`src/hw/rtl/ray_box_face_intersection_top_macros.svh`:
```
// ---------------------------------------------------------------------------
// ray box face intersection assertion macros
// shared property forms used by the top level checks
// ---------------------------------------------------------------------------
`ifndef RAY_BOX_FACE_INTERSECTION_TOP_MACROS_SVH
`define RAY_BOX_FACE_INTERSECTION_TOP_MACROS_SVH

// same-cycle implication
`define RBFI_ASSERT_IMPLY(lbl, ante, cons, msg) \
    lbl: assert property (@(posedge clk) disable iff (!rst_n) (ante) |-> (cons)) else $error(msg);

// next-cycle implication
`define RBFI_ASSERT_NEXT(lbl, ante, cons, msg) \
    lbl: assert property (@(posedge clk) disable iff (!rst_n) (ante) |=> (cons)) else $error(msg);

`endif

```
`src/hw/rtl/rbfi_fifo.sv`:
```
// ---------------------------------------------------------------------------
// rbfi_fifo
// short register queue between front and back
// ---------------------------------------------------------------------------
module rbfi_fifo #(
    parameter int WIDTH = 8,
    parameter int DEPTH = 4
) (
    input  logic             clk,
    input  logic             rst_n,
    input  logic             push,
    input  logic [WIDTH-1:0] wr_data,
    input  logic             pop,
    output logic [WIDTH-1:0] rd_data,
    output logic             full,
    output logic             empty
);
    localparam int PW = (DEPTH > 1) ? $clog2(DEPTH) : 1;
    localparam int CW = $clog2(DEPTH + 1);

    logic [WIDTH-1:0] mem_reg [DEPTH];
    logic [PW-1:0]    wr_ptr_reg, wr_ptr_next, rd_ptr_reg, rd_ptr_next;
    logic [CW-1:0]    count_reg, count_next;

    assign full    = count_reg == CW'(DEPTH);
    assign empty   = count_reg == '0;
    assign rd_data = mem_reg[rd_ptr_reg];

    // pointer and count update
    always_comb
    begin
        wr_ptr_next = wr_ptr_reg;
        rd_ptr_next = rd_ptr_reg;
        count_next  = count_reg;
        if (push)
        begin
            wr_ptr_next = (wr_ptr_reg == PW'(DEPTH - 1)) ? '0 : wr_ptr_reg + 1'b1;
        end
        if (pop)
        begin
            rd_ptr_next = (rd_ptr_reg == PW'(DEPTH - 1)) ? '0 : rd_ptr_reg + 1'b1;
        end
        if (push && !pop)
        begin
            count_next = count_reg + 1'b1;
        end
        else if (pop && !push)
        begin
            count_next = count_reg - 1'b1;
        end
    end

    always_ff @(posedge clk or negedge rst_n)
    begin
        if (!rst_n)
        begin
            wr_ptr_reg <= '0;
            rd_ptr_reg <= '0;
            count_reg  <= '0;
        end
        else
        begin
            wr_ptr_reg <= wr_ptr_next;
            rd_ptr_reg <= rd_ptr_next;
            count_reg  <= count_next;
        end
    end

    always_ff @(posedge clk)
    begin
        if (push)
        begin
            mem_reg[wr_ptr_reg] <= wr_data;
        end
    end

endmodule

```
`config.mk`:
```
export PLATFORM = sky130hd
export DESIGN_NAME = rbfi_fifo
export DESIGN_NICKNAME = d
export VERILOG_FILES = /design/src/hw/rtl/ray_box_face_intersection_top_macros.svh /design/src/hw/rtl/rbfi_fifo.sv
export SDC_FILE = /design/constraint.sdc
export NUM_CORES = 1
export LEC_CHECK = 0
export BUFFER_PORTS_ARGS = -buffer_cell sky130_fd_sc_hd__buf_2
export CORE_AREA = 2 2 63 65
export CTS_BUF_LIST = sky130_fd_sc_hd__clkbuf_2 sky130_fd_sc_hd__clkbuf_4 sky130_fd_sc_hd__clkbuf_8
export CTS_CLUSTER_SIZE = 8
export DETAILED_ROUTE_END_ITERATION = 16
export DIE_AREA = 0 0 65 67
export PLACE_DENSITY_LB_ADDON = 0.1
export SYNTH_ARGS = -nofsm -noshare
export SYNTH_HDL_FRONTEND = slang
export SYNTH_SLANG_ARGS = --single-unit
```
`constraint.sdc`:
```
create_clock -name clk -period 3 [get_ports clk]
set_clock_uncertainty 0.1 [all_clocks]
set_input_delay 0 -clock clk [delete_from_list [all_inputs] [get_ports clk]]
set_output_delay 0 -clock clk [all_outputs]
set_load 0.005 [all_outputs]
```
# --- Yosys cells after proc, flatten, opt, wreduce, memory -nomap -nowiden ---
# Memories as Yosys holds them, arrays and structs flattened.
# Cells that the tools add are included.
totals:
  ff_bits: 7
  mem_bits_rw: 32
  in_bits: 12
  out_inout_bits: 10
  wordCells: 23
  mem_count: 1
op_classes:
  n_addsub: 4
  eq_ne: 3
  muxes: 6
  reduce_logical: 6
memory_table:
  columns: ["name", "words", "width", "rd", "rd_clocked_by_memory_dff", "wr", "line", "rtl"]
  rows:
  - ["mem_reg", 4, 8, 1, 0, 1, "rbfi_fifo.sv:21", "logic [WIDTH-1:0] mem_reg [DEPTH];"]
ops:
  columns: ["cell", "count"]
  rows:
  - ["2-to-1 mux 3 bit", 2]
  - ["adder 2 x 1 -> 2 bit, second input constant", 2]
  - ["== test 2 bit, second input constant", 2]
  - ["2-to-1 mux 2 bit", 2]
  - ["adder 3 x 1 -> 3 bit, second input constant", 1]
  - ["== test 3 bit, second input constant", 1]
  - ["logical NOT 3 bit", 1]
  - ["subtractor 3 x 1 -> 3 bit, second input constant", 1]
  - ["logical AND 1 bit", 2]
  - ["logical NOT 1 bit", 2]
  - ["2-to-1 mux 1 bit", 2]
  - ["nonzero test 2 bit", 1]

# --- Logic depth before layout (Yosys ltp) ---
# Gate-level depths: netlist (run 1).
depth:
  word_depth: 4
  ltp_mapped: 7
  depth_no_buf: 7

# --- Worst setup path after synthesis (run 1) ---
# OpenSTA, ideal clock, no wires.
synth_path:
  path_type: "register -> register"
  start: "register count_reg[0]"
  end: "register count_reg[2]"
  setup_time_ns: 0.079
  arrival_time_ns: 1.216
  t_required_ns: 2.821
  slack_ns: 1.605
  path_stages_with_launch: 5
  n_path_buf: 0
  period_less_slack_ns: 1.395
  cell_sequence: "dfrtp_1 fa_1 xor2_1 nor2_1 xor2_1"
synth_between:
  elab_chain_len: 3
  elab_cells_between_ends: 4
  classes_between: "add/sub: 2; mux: 2"
synth_lines:
  columns: ["element", "line", "rtl"]
  rows:
  - ["from (decl)", "rbfi_fifo.sv:23", "logic [CW-1:0] count_reg, count_next;"]
  - ["from (signal assigned)", "rbfi_fifo.sv:65", "count_reg <= count_next;"]
  - ["subtractor 3 x 1 -> 3 bit", "rbfi_fifo.sv:49", "count_next = count_reg - 1'b1;"]
  - ["2-to-1 mux 3 bit", "rbfi_fifo.sv:47", "else if (pop && !push)"]
  - ["2-to-1 mux 3 bit *", "rbfi_fifo.sv:43", "if (push && !pop)"]
# Mark *: on every way between the ends. The rest lies on a longest branch, timed or not. The select of a mux whose other input is x is not followed.
# A chain may end at the register's enable or synchronous reset.

# --- Worst setup path after layout (run 1) ---
layout_path:
  start: "register rd_ptr_reg[0]"
  end: "output rd_data[0]"
layout_between:
  elab_chain_len: 1
layout_lines:
  columns: ["element", "line", "rtl"]
  rows:
  - ["from (decl)", "rbfi_fifo.sv:22", "logic [PW-1:0] wr_ptr_reg, wr_ptr_next, rd_ptr_reg, rd_ptr_next;"]
  - ["from (signal assigned)", "rbfi_fifo.sv:64", "rd_ptr_reg <= rd_ptr_next;"]
  - ["memory read (4 x 8 bit)", null, null]
  - ["to (decl)", "rbfi_fifo.sv:14", "output logic [WIDTH-1:0] rd_data,"]
# Every way passes these cells.

==> metrics.txt, run 1 <==
status finished, final reports clean; setup tns final 0 ps; Avg Synthesized Cell Area roughly 20 µm²; net switching power between 400 and 500 µW; power per standard cell area approximately 900 nW/µm²; ys flop type edfxtp_1; row cnt 22; WP data required roughly 2900 ps; CP Launch Type flip-flop; Die Height roughly 67 µm; Max Fclk roughly 550 MHz; FF-to-FF path depth 3; asr flop ratio synth around 18%; Peak VDD IR 0.381 mV; top cells by area, synth edfxtp_1 61%, mux4_2 11%, dfrtp_1 11%; DR pass1 iterations 4; top cell type's share of synthesized area roughly three fifths; Seq/Total Area, Yosys between 70% and 80%; DRT iter0 DRCs 30; Final Max Tran Viols 0; final hold violation count 0; Critical Path, Cell by Cell mux4_2 > buf_2; RSZ-0062 raised after global routing no; area post-placement roughly 1700 µm²; total gr overflow 0; crit end category output pin; Clock Path Buffers 2; Tot GR Track Use a little over an eighth; post-synthesis cell count between 70 and 80; Clk Latency, worst-skew pair about 280 ps; CTS tree yes; critical path arrival 1700 ps; vias in the first global route about 800; Comb pwr share 23.6%; share of cells above drive strength 1 roughly 34%; post-synthesis register bit count 39; hold path depth 2; initial core utilization between 40% and 50%; clock power share a little under 30%; static leakage roughly 0.75 nW; setup slack after layout between 1000 and 1500 ps; Overall Power 1.74 mW; Reg-to-Reg End mem_reg[0][2]$_DFFE_PP_; clock slew at reported path FFs 70 ps; min-delay worst type in2reg; post-detail-place hpwl ~1600 µm; DP Cell Count about 150; clk sink count 39; Core Util, Final 54.8%; syn nets 98; Diodes inserted 0; max cap viols 0; min cycle time layout between 1500 and 2000 ps; Seq pwr share between 40% and 50%; first-pass GRT wire length 4020 µm; Routability Congestion slightly above 0.6; hold_sp wr_data[7]; Routed wire per std cell 14.4 µm; top-count cell post-synth edfxtp_1; Residual DRC 0; Root Buffer Master clkbuf_8; Total Wirelength about 2400 µm; # resized after CTS 0; I/O Pins 22; max reg flops 32; R2R setup slack between 1000 and 1500 ps; internal cell power around 1.3 mW; DIE AREA 4360 µm²; Slew @ Worst Pin a little under 600 ps; Final Cycle Share 60.1%; TritonCTS buffer count 5; Hold EP mem_reg[0][7]$_DFFE_PP_; largest net degree at the start of global routing 14; H-tree depth 2; Setup CP Type reg2out; fin nets 136; Synth area leader edfxtp_1; number of distinct library cells after synthesis 18; pre-CTS setup slack approximately 1500 ps; worst rel slew slack about three fifths; number of vias in the routed layout approximately 780; worst hold slack ~370 ps; initial antenna violation count 0; Synth top cells by count 32 x edfxtp_1, 8 x mux4_2, 7 x dfrtp_1; Area Overhead vs Synth 25.8%; sw frac 25.9%; EDFF count, synth 32; Finished Layout Cells between 150 and 200; reg2reg start wr_ptr_reg[0]$_DFFE_PN0P_; final setup fails 0; DR vias/cell 4.67; final instance area between 1500 and 2000 µm²; Slowest cell on crit path dfrtp_1; Die Width around 65 µm; PortBufs 21; CP max stage delay just over 700 ps; core box area 3610 µm²; Routed Antenna Nets 0; worst-path maximum fanout 11; yosys warns 0; Synth Cell Area 1570 µm²
[power by group through the flow]
| stage | Sequential, mW | Combinational [mW] | Clock, mW |
|---|---|---|---|
| after floorplan | 0.767 | 0.338 | 0 |
| after global placement | 0.837 | 0.397 | 0 |
| after detailed placement | 0.839 | 0.410 | 0 |
| after CTS | 0.827 | 0.424 | 0.522 |
| after global routing | 0.846 | 0.457 | 0.546 |
| final | 0.820 | 0.412 | 0.512 |
[worst max-delay path by stage]
stage | end | cells past startpoint | from
after detailed placement | rd_data[3] | 2 | rd_ptr_reg[0]$_DFFE_PN0P_
final | rd_data[0] | 2 | rd_ptr_reg[0]$_DFFE_PN0P_
after global routing | rd_data[3] | 2 | rd_ptr_reg[0]$_DFFE_PN0P_
after floorplan | count_reg[2]$_DFFE_PN0P_ | 4 | count_reg[0]$_DFFE_PN0P_
after CTS | rd_data[0] | 2 | rd_ptr_reg[0]$_DFFE_PN0P_
after global placement | rd_data[3] | 2 | rd_ptr_reg[0]$_DFFE_PN0P_
[area by class of cell]
| type | count | area, µm² |
|---|---|---|
| Sequential cell | 39 | 1140 |
| Clock buffer | 5 | 68.8 |
| Fill cell | 309 | 1630 |
| Multi-Input combinational cell | 33 | 399 |
| Timing Repair Buffer | 33 | 225 |
| Inverter | 5 | 18.8 |
| Tap cell | 48 | 60.1 |
| Clock inverter | 3 | 67.6 |
[cells by family after synthesis]
logic type,share of synthesized area (%)
DFF,72.4
muxes,13.6
and+or+nand+nor,3.43
buffers and inverters,2.23
adders and majority gates,6.06
xor gates and xnor gates,1.67
AOI/OAI and AO/OA,0.637
[per-layer routing]
layer / track usage, % / share of wire (%) / vias up
li1: - / - / 376
met1: 16.7 / 45 / 382
met2: 21.9 / 51 / 15
met3: 3.04 / 3.1 / 2
met4: 5.59 / 0.54 / 0
met5: 0 / 0 / -
[layout by cell type, fill, tap and decap left out, drive strengths merged]
| master | n |
|---|---|
| and2 | 4 |
| buf | 21 |
| bufinv | 2 |
| clkbuf | 5 |
| clkinvlp | 1 |
| dfrtp | 7 |
| dlygate4sd3 | 12 |
| edfxtp | 32 |
| fa | 1 |
| ha | 6 |
| inv | 5 |
| mux2 | 3 |
| mux4 | 8 |
| nand2 | 1 |
| nand3 | 1 |
| nor2 | 2 |
| nor3 | 1 |
| nor3b | 1 |
| o21ai | 2 |
| xnor2 | 1 |
| xor2 | 2 |
[what timing repair did]
item                                   CTS  global route
endpoints found under the hold margin   43             0
setup buffers                            0             0
hold buffers                            12             0
[critical path: cells and delay by family, from the launching register on]
kind / cells / cell delay, ps
flip-flops: 1 / 710
multiplexers: 1 / 570
buffers and inverters: 1 / 140
No activity file was read; power rests on OpenSTA's default activity.
==> run 2, diff against run 1 <==
==> constraint.sdc (replaced) <==
create_clock -name clk -period 1.47 [get_ports clk]
set_clock_uncertainty 0.1 [all_clocks]
set_input_delay 0 -clock clk [delete_from_list [all_inputs] [get_ports clk]]
set_output_delay 0 -clock clk [all_outputs]
set_load 0.005 [all_outputs]
==> metrics.txt, run 2 (same netlist as run 1, synthesis figures left out) <==
status finished with violations; failing checks setup timing; DR vias/cell 4.57 (-2.2%); share of cells above drive strength 1 40.8% (+6.9 points); Routed wire per std cell 13.9 µm (-3.5%); row cnt 22 (unchanged); total gr overflow 0 (unchanged); max reg flops 32 (unchanged); clock slew at reported path FFs 70 ps (about the same); Clk Latency, worst-skew pair 280 ps (about the same); Die Width 65 µm (unchanged); vias in the first global route 832 (+2.7%); Root Buffer Master clkbuf_8; DRT iter0 DRCs 54 (+80%); TritonCTS buffer count 5 (unchanged); Clock Path Buffers 2 (unchanged); Routability Congestion 0.674 (+10%); DIE AREA 4360 µm² (unchanged); Overall Power 3.64 mW (+110%); max cap viols 0 (unchanged); Core Util, Final 57.4% (+2.6 points); post-detail-place hpwl 1690 µm (+5.0%); largest net degree at the start of global routing 13 (-1); static leakage 0.810 nW (+8.4%); final setup fails 8 (+8); final hold violation count 0 (unchanged); core box area 3610 µm² (unchanged); DR pass1 iterations 3 (-1); Peak VDD IR 0.910 mV (+140%); Max Fclk ~640 MHz; initial core utilization 43.5% (unchanged); Final Cycle Share 106%; Die Height 67 µm (unchanged); worst rel slew slack 77.4% (+16 points); I/O Pins 22 (unchanged); first-pass GRT wire length 4100 µm (+1.9%); Area Overhead vs Synth 31.7%; WP data required 1370 ps (-1530 ps); worst-path maximum fanout 7 (-4); PortBufs 21 (unchanged); min-delay worst type in2reg; setup slack after layout -93.4 ps (-1290 ps); Final Max Tran Viols 0 (unchanged); fin nets 148 (+8.8%); min cycle time layout around 1600 ps; initial antenna violation count 0 (unchanged); Residual DRC 0 (unchanged); CTS tree yes; Diodes inserted 0 (unchanged); Tot GR Track Use 14.0% (+0.76 points); CP Launch Type flip-flop; critical path arrival 1460 ps (-240 ps); crit end category output pin; highest-count cells in the layout ignoring fill and taps 32 x edfxtp_1, 20 x buf_2, 12 x dlygate4sd3_1, 10 x buf_4, 8 x mux4_2; Routed Antenna Nets 0 (unchanged); commonest non-fill, non-tap cell in the layout edfxtp_1; clk sink count 39 (unchanged); number of vias in the routed layout 813 (+4.9%); Total Wirelength 2470 µm (+3.5%); power per standard cell area 1760 nW/µm² (+99%); Setup CP Type reg2out; Slew @ Worst Pin 337 ps (-239 ps); RSZ-0062 raised after global routing yes; H-tree depth 2 (unchanged)
[run 2: cell count changes in the layout (fill, tap and decap cells not counted), sizes merged]
cell | previous run | this run
buf | 21 | 33
clkbuf | 5 | 7
bufinv | 2 | 1
clkinvlp | 1 | 0
[run 2: final timing paths]
kind | from | to | slack [ps] | cells past startpoint
min | push | count_reg[0]$_DFFE_PN0P_ | 50 | 3
max | rd_ptr_reg[0]$_DFFE_PN0P_ | rd_data[3] | -90 | 3
max in group asynchronous | rst_n | wr_ptr_reg[0]$_DFFE_PN0P_ | 460 | 3
max reg2reg | count_reg[1]$_DFFE_PN0P_ | count_reg[2]$_DFFE_PN0P_ | 80 | 4
min reg2reg | count_reg[2]$_DFFE_PN0P_ | count_reg[2]$_DFFE_PN0P_ | 410 | 1
min in group asynchronous | rst_n | rd_ptr_reg[0]$_DFFE_PN0P_ | 560 | 3
[run 2: cell type report]
type                            instances  area (µm²)
Fill cell                             298        1540
Sequential cell                        39        1140
Multi-Input combinational cell         33         402
Timing Repair Buffer                   45         338
Clock buffer                            7        83.8
Tap cell                               48        60.1
Clock inverter                          1        30.0
Inverter                                5        18.8
[run 2: layer usage]
layer / share of wire (%) / global-route usage [%] / vias up
met2: 50 / 22.8 / 17
met3: 4.5 / 5.57 / 2
met1: 44 / 15.5 / 395
met5: 0 / 0 / -
li1: - / - / 399
met4: 1.1 / 7.98 / 0
[run 2: power breakdown]
group / switching [mW] / leakage (nW) / internal (mW)
sequential: 0.106 / 0.377 / 1.45
clock: 0.341 / 0.0593 / 0.544
combinational: 0.494 / 0.374 / 0.698
[run 2: critical path: stages, from the launching register on]
cell and delay [ps]:
dfrtp_1 370, buf_6 160, mux4_2 510, buf_2 140
[run 2: per-stage QoR]
| step | setup slack [ps] | cells | hold slack (ps) | TNS, ps | area [µm²] |
|---|---|---|---|---|---|
| after CTS | -119 | 177 | 53.6 | -789 | 2050 |
| after global routing | -179 | 178 | 93.4 | -1310 | 2070 |
| after detailed placement | 43.2 | 157 | -255 | 0 | 1810 |
| after global placement | 92.8 | 157 | -260 | 0 | 1810 |
| final | -93.4 | 178 | 50.2 | -600 | 2070 |
| after floorplan | 74.6 | 79 | -396 | 0 | 1570 |
[run 2: what timing repair did]
item                       CTS  global route
pin swaps                    0             3
buffers inserted             0             1
setup endpoints to repair    8             9
hold endpoints to repair    43             0
gates resized for setup      1             2
hold buffers                12             0
